### src/cplm_pkg.sv
`default_nettype none

package cplm_pkg;

    // Block configuration
    localparam int CORES        = 4;
    localparam int MAX_CORES    = 4;
    localparam int PEAK_SAMPLES = 10;

    // Field widths
    localparam int TIME_W = 32;
    localparam int IDLE_W = 64;
    localparam int LOAD_W = 7;
    localparam int NUM_W  = TIME_W + LOAD_W;

    localparam logic [TIME_W-1:0] SAMPLE_PERIOD_RST = TIME_W'(500000);
    localparam logic [LOAD_W-1:0] PCT_SCALE         = LOAD_W'(100);
    localparam logic [2:0]        DIV_LAST_STEP     = 3'(LOAD_W - 1);

    // Peak ring and its running sum; mean by reciprocal multiply
    localparam int POS_W     = (PEAK_SAMPLES > 1) ? $clog2(PEAK_SAMPLES) : 1;
    localparam int SUM_W     = $clog2(PEAK_SAMPLES * 100 + 1);
    localparam int AVG_SHIFT = SUM_W + 7;
    localparam int RECIP_W   = AVG_SHIFT + 1;
    localparam int PROD_W    = SUM_W + RECIP_W;
    localparam logic [RECIP_W-1:0] AVG_RECIP =
        RECIP_W'((2 ** AVG_SHIFT + PEAK_SAMPLES - 1) / PEAK_SAMPLES);
    localparam logic [POS_W-1:0] POS_LAST = POS_W'(PEAK_SAMPLES - 1);

    typedef struct packed {
        logic [TIME_W-1:0] time_now;
        logic [IDLE_W-1:0] idle_core0;
        logic [IDLE_W-1:0] idle_core1;
        logic [IDLE_W-1:0] idle_core2;
        logic [IDLE_W-1:0] idle_core3;
    } t_poll;

    typedef struct packed {
        logic [LOAD_W-1:0] load_core0;
        logic [LOAD_W-1:0] load_core1;
        logic [LOAD_W-1:0] load_core2;
        logic [LOAD_W-1:0] load_core3;
        logic [LOAD_W-1:0] peak_average;
        logic              loads_refreshed;
    } t_result;

    // Sequencer commands shared by all lanes
    typedef struct packed {
        logic       prep;
        logic       mul;
        logic       div;
        logic       sel_peak;
        logic       commit_avg;
        logic       commit_peak;
        logic       refresh;
        logic [2:0] step;
    } t_lane_ctrl;

    typedef enum logic [3:0] {
        S_IDLE,
        S_PREP_A,
        S_MUL_A,
        S_DIV_A,
        S_PREP_P,
        S_MUL_P,
        S_DIV_P,
        S_MERGE,
        S_DONE
    } t_state;

endpackage

`default_nettype wire

### src/cplm_lane.sv
`default_nettype none

// One core: interval load = floor(100*busy/T), by 7-step restoring divide.
module cplm_lane
    import cplm_pkg::*;
(
    input  wire              i_clk,
    input  wire              i_rst_n,
    input  wire t_lane_ctrl  i_ctrl,
    input  wire [TIME_W-1:0] i_avg_elapsed,
    input  wire [TIME_W-1:0] i_peak_elapsed,
    input  wire [IDLE_W-1:0] i_idle,
    output logic [LOAD_W-1:0] o_load,
    output logic [LOAD_W-1:0] o_quot
);

    logic [IDLE_W-1:0] r_mark_avg;
    logic [IDLE_W-1:0] r_mark_peak;
    logic [LOAD_W-1:0] r_load;
    logic [TIME_W-1:0] r_div;
    logic [TIME_W-1:0] r_busy;
    logic              r_zero;
    logic [NUM_W-1:0]  r_rem;
    logic [LOAD_W-1:0] r_quot;

    logic [TIME_W-1:0] elapsed;
    logic [IDLE_W-1:0] mark;
    logic [IDLE_W-1:0] delta;
    logic              is_zero;
    logic [NUM_W-1:0]  div_sh;

    always_comb begin
        elapsed = i_ctrl.sel_peak ? i_peak_elapsed : i_avg_elapsed;
        mark    = i_ctrl.sel_peak ? r_mark_peak : r_mark_avg;
        delta   = i_idle - mark;
        is_zero = (elapsed == '0) || (delta > IDLE_W'(elapsed));
        div_sh  = NUM_W'(r_div) << i_ctrl.step;
    end

    // marks and averaged load are architectural state
    always_ff @(posedge i_clk) begin
        if (!i_rst_n) begin
            r_mark_avg  <= '0;
            r_mark_peak <= '0;
            r_load      <= '0;
        end else begin
            if (i_ctrl.commit_avg && i_ctrl.refresh) begin
                r_load     <= r_quot;
                r_mark_avg <= i_idle;
            end
            if (i_ctrl.commit_peak) begin
                r_mark_peak <= i_idle;
            end
        end
    end

    // datapath; a zero-load interval keeps its cleared quotient (divisor may be 0)
    always_ff @(posedge i_clk) begin
        if (i_ctrl.prep) begin
            r_div  <= elapsed;
            r_busy <= elapsed - delta[TIME_W-1:0];
            r_zero <= is_zero;
        end
        if (i_ctrl.mul) begin
            r_rem  <= r_zero ? '0 : NUM_W'(r_busy) * NUM_W'(PCT_SCALE);
            r_quot <= '0;
        end
        if (i_ctrl.div) begin
            if (!r_zero && (r_rem >= div_sh)) begin
                r_rem                <= r_rem - div_sh;
                r_quot[i_ctrl.step]  <= 1'b1;
            end
        end
    end

    assign o_load = r_load;
    assign o_quot = r_quot;

endmodule

`default_nettype wire

### src/cplm_merge.sv
`default_nettype none

// Max over lanes, peak ring with running sum, mean by reciprocal multiply.
module cplm_merge
    import cplm_pkg::*;
(
    input  wire                               i_clk,
    input  wire                               i_rst_n,
    input  wire                               i_merge_en,
    input  wire [MAX_CORES-1:0][LOAD_W-1:0]   i_peak,
    output logic [LOAD_W-1:0]                 o_peak_average
);

    logic [LOAD_W-1:0] r_ring [PEAK_SAMPLES];
    logic [POS_W-1:0]  r_pos;
    logic [SUM_W-1:0]  r_sum;

    logic [LOAD_W-1:0] peak;
    logic [SUM_W-1:0]  n_sum;
    logic [PROD_W-1:0] prod;

    always_comb begin
        peak = '0;
        for (int i = 0; i < MAX_CORES; i++) begin
            if (i_peak[i] > peak) begin
                peak = i_peak[i];
            end
        end
        n_sum = r_sum - SUM_W'(r_ring[r_pos]) + SUM_W'(peak);
        prod  = PROD_W'(r_sum) * PROD_W'(AVG_RECIP);
    end

    always_ff @(posedge i_clk) begin
        if (!i_rst_n) begin
            for (int i = 0; i < PEAK_SAMPLES; i++) begin
                r_ring[i] <= '0;
            end
            r_pos <= '0;
            r_sum <= '0;
        end else if (i_merge_en) begin
            r_ring[r_pos] <= peak;
            r_sum         <= n_sum;
            r_pos         <= (r_pos == POS_LAST) ? '0 : r_pos + POS_W'(1);
        end
    end

    assign o_peak_average = prod[AVG_SHIFT +: LOAD_W];

endmodule

`default_nettype wire

### src/cpu_load_peak_monitor_unit.sv
`default_nettype none

// CPU load and peak-load monitor. Each input beat is one poll: a wrapping
// microsecond timestamp and four cumulative per-core idle counters. Every
// poll yields exactly one output beat with the averaged per-core loads
// (refreshed only once sample_period microseconds have passed since the
// last refresh; loads_refreshed flags it) and the truncated mean of a
// ring of the last PEAK_SAMPLES per-poll peak core loads (cleared at
// reset). Loads are floor(100*(T-d)/T), 0 when T is zero or the idle
// delta exceeds T. A poll occupies the block from its accept beat until
// its result enters the output register (o_in_stall is high meanwhile):
// each core lane owns one multiply-and-divide unit that produces 7
// quotient bits, one per cycle, and runs twice per poll (averaged load,
// then peak load), followed by a merge step and an output step. A finished
// result sits in the output register, so a new poll is taken while it
// waits. sample_period is written through the cfg beat port (always
// ready, reset value 500000) and must only change while no poll is in
// flight.
module cpu_load_peak_monitor_unit
    import cplm_pkg::*;
(
    input  wire              i_clk,
    input  wire              i_rst_n,
    // poll channel
    input  wire              i_in_valid,
    output logic             o_in_stall,
    input  wire t_poll       i_in_data,
    // result channel
    output logic             o_out_valid,
    input  wire              i_out_stall,
    output t_result          o_out_data,
    // sample_period write port
    input  wire              i_cfg_valid,
    output logic             o_cfg_ready,
    input  wire [TIME_W-1:0] i_cfg_data
);

    t_state            r_state, n_state;
    logic [2:0]        r_step;
    t_poll             r_in;
    logic [TIME_W-1:0] r_avg_el;
    logic [TIME_W-1:0] r_peak_el;
    logic              r_refresh;
    logic [TIME_W-1:0] r_time_mark_avg;
    logic [TIME_W-1:0] r_time_mark_peak;
    logic [TIME_W-1:0] r_sample_period;
    t_result           r_out;
    logic              r_out_valid;

    logic              in_accept;
    logic              out_load;
    logic [TIME_W-1:0] avg_el;
    t_lane_ctrl        lane_ctrl;
    logic              merge_en;
    t_result           n_out;

    logic [MAX_CORES-1:0][IDLE_W-1:0] idle;
    logic [MAX_CORES-1:0][LOAD_W-1:0] lane_load;
    logic [MAX_CORES-1:0][LOAD_W-1:0] lane_quot;
    logic [LOAD_W-1:0]                peak_average;

    assign o_cfg_ready = 1'b1;
    assign o_in_stall  = (r_state != S_IDLE);
    assign in_accept   = i_in_valid && !o_in_stall;
    // result register frees up when empty or being taken this cycle
    assign out_load    = (r_state == S_DONE) && (!r_out_valid || !i_out_stall);
    assign avg_el      = i_in_data.time_now - r_time_mark_avg;

    assign idle[0] = r_in.idle_core0;
    assign idle[1] = r_in.idle_core1;
    assign idle[2] = r_in.idle_core2;
    assign idle[3] = r_in.idle_core3;

    // ---------------- sequencer ----------------
    always_comb begin
        n_state = r_state;
        unique case (r_state)
            S_IDLE:   if (in_accept) n_state = S_PREP_A;
            S_PREP_A: n_state = S_MUL_A;
            S_MUL_A:  n_state = S_DIV_A;
            S_DIV_A:  if (r_step == '0) n_state = S_PREP_P;
            S_PREP_P: n_state = S_MUL_P;
            S_MUL_P:  n_state = S_DIV_P;
            S_DIV_P:  if (r_step == '0) n_state = S_MERGE;
            S_MERGE:  n_state = S_DONE;
            S_DONE:   if (out_load) n_state = S_IDLE;
            default:  n_state = S_IDLE;
        endcase
    end

    always_comb begin
        lane_ctrl         = '0;
        lane_ctrl.refresh = r_refresh;
        lane_ctrl.step    = r_step;
        merge_en          = 1'b0;
        unique case (r_state)
            S_PREP_A: lane_ctrl.prep = 1'b1;
            S_MUL_A:  lane_ctrl.mul  = 1'b1;
            S_DIV_A:  lane_ctrl.div  = 1'b1;
            S_PREP_P: begin
                // avg quotient is final here; peak prep runs alongside
                lane_ctrl.prep       = 1'b1;
                lane_ctrl.sel_peak   = 1'b1;
                lane_ctrl.commit_avg = 1'b1;
            end
            S_MUL_P: begin
                lane_ctrl.mul      = 1'b1;
                lane_ctrl.sel_peak = 1'b1;
            end
            S_DIV_P: begin
                lane_ctrl.div      = 1'b1;
                lane_ctrl.sel_peak = 1'b1;
            end
            S_MERGE: begin
                lane_ctrl.commit_peak = 1'b1;
                merge_en              = 1'b1;
            end
            default: ;
        endcase
    end

    always_ff @(posedge i_clk) begin
        if (!i_rst_n) begin
            r_state <= S_IDLE;
            r_step  <= '0;
        end else begin
            r_state <= n_state;
            if (r_state == S_MUL_A || r_state == S_MUL_P) begin
                r_step <= DIV_LAST_STEP;
            end else if (r_state == S_DIV_A || r_state == S_DIV_P) begin
                r_step <= r_step - 3'd1;
            end
        end
    end

    // ---------------- poll capture and time marks ----------------
    always_ff @(posedge i_clk) begin
        if (!i_rst_n) begin
            r_sample_period  <= SAMPLE_PERIOD_RST;
            r_time_mark_avg  <= '0;
            r_time_mark_peak <= '0;
            r_refresh        <= 1'b0;
        end else begin
            if (i_cfg_valid && o_cfg_ready) begin
                r_sample_period <= i_cfg_data;
            end
            if (in_accept) begin
                r_refresh        <= (avg_el >= r_sample_period);
                r_time_mark_peak <= i_in_data.time_now;
                if (avg_el >= r_sample_period) begin
                    r_time_mark_avg <= i_in_data.time_now;
                end
            end
        end
    end

    always_ff @(posedge i_clk) begin
        if (in_accept) begin
            r_in      <= i_in_data;
            r_avg_el  <= avg_el;
            r_peak_el <= i_in_data.time_now - r_time_mark_peak;
        end
    end

    // ---------------- lanes ----------------
    for (genvar g = 0; g < MAX_CORES; g++) begin : g_lane
        if (g < CORES) begin : g_on
            cplm_lane u_lane (
                .i_clk          (i_clk),
                .i_rst_n        (i_rst_n),
                .i_ctrl         (lane_ctrl),
                .i_avg_elapsed  (r_avg_el),
                .i_peak_elapsed (r_peak_el),
                .i_idle         (idle[g]),
                .o_load         (lane_load[g]),
                .o_quot         (lane_quot[g])
            );
        end else begin : g_off
            // unpopulated core reads as zero load
            assign lane_load[g] = '0;
            assign lane_quot[g] = '0;
        end
    end

    // ---------------- peak ring ----------------
    cplm_merge u_merge (
        .i_clk          (i_clk),
        .i_rst_n        (i_rst_n),
        .i_merge_en     (merge_en),
        .i_peak         (lane_quot),
        .o_peak_average (peak_average)
    );

    // ---------------- output register ----------------
    always_comb begin
        n_out.load_core0      = lane_load[0];
        n_out.load_core1      = lane_load[1];
        n_out.load_core2      = lane_load[2];
        n_out.load_core3      = lane_load[3];
        n_out.peak_average    = peak_average;
        n_out.loads_refreshed = r_refresh;
    end

    always_ff @(posedge i_clk) begin
        if (!i_rst_n) begin
            r_out_valid <= 1'b0;
        end else if (out_load) begin
            r_out_valid <= 1'b1;
        end else if (!i_out_stall) begin
            r_out_valid <= 1'b0;
        end
    end

    always_ff @(posedge i_clk) begin
        if (out_load) begin
            r_out <= n_out;
        end
    end

    assign o_out_valid = r_out_valid;
    assign o_out_data  = r_out;

endmodule

`default_nettype wire
### config.mk
export PLATFORM = sky130hd
export DESIGN_NAME = cpu_load_peak_monitor_unit
export DESIGN_NICKNAME = d
export VERILOG_FILES = /design/src/cplm_pkg.sv /design/src/cplm_lane.sv /design/src/cplm_merge.sv /design/src/cpu_load_peak_monitor_unit.sv
export SDC_FILE = /design/constraint.sdc
export NUM_CORES = 2
export LEC_CHECK = 0
export BUFFER_PORTS_ARGS = -buffer_cell sky130_fd_sc_hd__buf_2
export CORE_MARGIN = 2
export CORE_UTILIZATION = 50
export DETAILED_ROUTE_END_ITERATION = 12
export PLACE_DENSITY = 0.7
export SLEW_MARGIN = 5
export SYNTH_ARGS = -nofsm -noshare
export SYNTH_HDL_FRONTEND = slang
export SYNTH_SLANG_ARGS = --single-unit
### constraint.sdc
create_clock -name i_clk -period 19.5 [get_ports i_clk]
set_input_delay 1.95 -clock i_clk [delete_from_list [all_inputs] [get_ports i_clk]]
set_output_delay 1.95 -clock i_clk [all_outputs]
set_load 0.01 [all_outputs]
==> results.cfg <==
[outcome]
violations = DRC
status = finished, violations left

[yosys]
yosysUniqueCellTypes = 92
synth_ff_type = dfxtp_1
synth_top_area_cell = edfxtp_1
syn_avg_cell_area_um2 = 8.94
synthArstFlopShare = 0
post-synth-top-area-fraction = 0.178
yosysWarnings = 0
yosysSeqAreaShare = 0.337
synth-edff-count = 632
synth_nets = 13600
yosysMostFrequentCell = nand2_1
ys_top_cells_by_area = edfxtp_1 (18%), dfxtp_1 (16%), ha_1 (15%)
syn_inst = 11900
synthesis.area_mm2 = 0.107
synthTopCellsByCount = nand2_1 (1668), ha_1 (1250), inv_1 (1049), a21oi_1 (847), dfxtp_1 (847)
synth.ff_latch_count = 1479

[worst_setup_path]
crit_arrival_ps = 9600
criticalPathCategory = reg2reg
critPathBufInv = 2
critical-path-top-delay-family = compound AO/OA/AOI/OAI gates
setup.worst_path.end_class = flip-flop
worst_path_most_repeated_cell = nand4_1
cpPeakStageDelay_ps = 820
cp-start-kind = flip-flop
worstPathMaxFanout = 50
slowest_stage = buf_4
cp.required_ps = 20040

[timing]
hold_viol_final = 0
fmax_mhz = 110
rsz0062_at_grt = false
slew_violations = 0
max-slew-margin-rel = 0.0917
timing.hold.ws_ps = 432
setup_ws_ps = 10440
finClkSkew_ps = 32.8
fin_crit_sh = 0.465
setup_violations = 0
tightestPinTransition_ps = 1330
min_period_ps = 9060
setup_tns_ps = 0

[cts]
cts_tree = yes
ctsResizeCount = 0
clk_latency_ps = 850
clkSinkCount = 1479
cts-root-buf = clkbuf_16
htree_num_levels = 4
post_cts_buffers = 0
clk_pin_slew_worst_paths_ps = 60
cts_made_buffers = 165
cts_buffer_depth = 3
holdBufCountCts = 0

[route]
ant_nets = 0
dr.pass1.iters = 12
first_iter_violations = 7934
met3_length_mm = 22.4
drc_errors = 32
wire_per_inst_um = 21.4
vias = 88900
wirelength_mm = 322
wl_met1_mm = 145
met2_length_mm = 141
vias_per_cell = 5.90
top_layer_used = met5

[power_and_ir_drop]
ir_drop_mv = 0.122
leakage_nw = 50.5
combinationalPowerShare = 0.583
p_clk_frac = 0.185
power_mw = 17.3
p_int_mw = 9.43
power.share.switching = 0.454
power_density_mw_per_mm2 = 148
power.switching_mw = 7.83
p_seq_frac = 0.232

[global_route]
grt_pass1_vias = 84700
grt_overflow = 0
grt_first_pass_wirelength_mm = 490
grt_max_degree = 171
antenna_found_initial = 35
track_usage = 0.287

[placed_design]
placed_area_mm2 = 0.111
place_inst = 14700
place_congestion = 1.01
dpl.hpwl_mm = 246
numPortBuffers = 362
post-place-ws_ps = 10560

[die]
fp.dieH_um = 466
io_pins = 364
die_w_um = 466
start_util = 0.503
dieArea_mm2 = 0.217
core_mm2 = 0.212
rows = 169

[finish]
final_util = 0.550
drive_gt1_frac = 0.0730
fin_cells = 15100
register_area_mm2 = 0.0359
area_growth_pct = 9.49
nets = 13800
fin_area_mm2 = 0.117
fillers = 18800
multi_input_area_mm2 = 0.0650

[min_path]
hold_path_class = reg2reg

[flow_run]
maxCapViolations = 0
## cells in the final DEF, fill, tap and decap left out, drive strengths merged, types with 43 or more instances in the layout
cell type  count
or3           49
inv         1067
buf          473
o21ai        466
nand3        200
edfxtp       632
xnor2        370
xor2         224
a31oi         57
a211oi        75
a21o         371
nand2       1668
ha          1250
a21boi       604
clkbuf       221
o21bai        98
a21oi        847
a221oi        96
clkinv        44
mux4          62
and3          72
mux2i        362
o211ai        49
nand2b       117
o21a         114
nand4        143
nor4          56
nor2b        157
o31ai         43
fa           155
nor2         566
nor3         139
dfxtp        847
## routing by layer
layer,up-vias,global-route usage
met5,-,0
met4,18,0.110
met3,571,0.0427
met2,3140,0.450
met1,42600,0.399
li1,42500,-
## worst paths after layout
kind	start	slack [ps]	end	depth (start not counted)
hold reg to reg	g_lane[0].g_on.u_lane.o_load[4]	430	o_out_data[33]	0
hold / removal	g_lane[0].g_on.u_lane.o_load[4]	430	o_out_data[33]	0
setup / recovery	r_state[0]	10440	g_lane[3].g_on.u_lane.r_zero	27
setup reg to reg	r_state[0]	10440	g_lane[3].g_on.u_lane.r_zero	27
## power groups by stage
stage               sequential [mW]  clock (mW)  combinational (mW)
floorplan                      3.91           0                7.26
global placement               4.04           0                9.63
detailed placement             4.05           0                9.82
CTS                            3.99        3.25                9.92
global route                   4.02        3.38                11.1
finish                         4.01        3.20                10.1
## registers in the layout (all words and copies together), names as in the netlist, 28 cells and up, named ones only
register,count
g_lane.g_on.u_lane.r_mark_avg,256
g_lane.g_on.u_lane.r_div,32
g_lane.g_on.u_lane.r_rem,156
r_avg_el,32
r_time_mark_peak,32
g_lane.g_on.u_lane.r_mark_peak,256
r_time_mark_avg,32
u_merge.r_ring,112
g_lane.g_on.u_lane.o_quot,28
g_lane.g_on.u_lane.r_busy,128
g_lane.g_on.u_lane.o_load,28
o_out_data,36
idle,256
r_peak_el,32
r_sample_period,32
## cells by family (layout without fill, tap and decap cells)
kind of cell | Yosys count | after routing | share of synthesized area
and+or+nand+nor | 3325 | 3325 | 0.140
AOI/OAI and AO/OA | 3149 | 3149 | 0.195
buffers and inverters | 1527 | 1832 | 0.0540
DFF | 1479 | 1479 | 0.337
adders and majority gates | 1405 | 1405 | 0.176
xor gates and xnor gates | 594 | 594 | 0.0488
muxes | 439 | 439 | 0.0487
other | 1 | 15 | 0.0000352
## cell type report
| class | count | area share |
|---|---|---|
| well taps | 2821 | 0.0302 |
| clock inverters | 88 | 0.00831 |
| multi-input cells | 8913 | 0.557 |
| diodes | 14 | 0.000300 |
| inverters | 1050 | 0.0338 |
| repair buffers | 473 | 0.0233 |
| clock buffers | 221 | 0.0390 |
| flip-flops and latches | 1479 | 0.308 |
## worst reg2reg max path, cell delays in order (launching register included)
cell,delay [ps]
dfxtp_1,550
nand2_1,290
nand2_4,380
buf_4,690
buf_4,870
mux2i_1,270
ha_1,300
a21oi_1,220
o22ai_1,150
o31ai_1,520
o21ba_2,310
o311ai_1,220
nand2_1,130
nand2_1,110
a21oi_1,200
o21bai_1,90
xor2_1,160
ha_1,380
nand4_1,180
nor3_1,400
nand4_1,180
o31ai_1,570
o2111ai_1,200
a2111o_1,410
nor4_1,250
nand4_1,120
a2111oi_0,430
nand4_1,170
(Power assumes the default switching activity.)
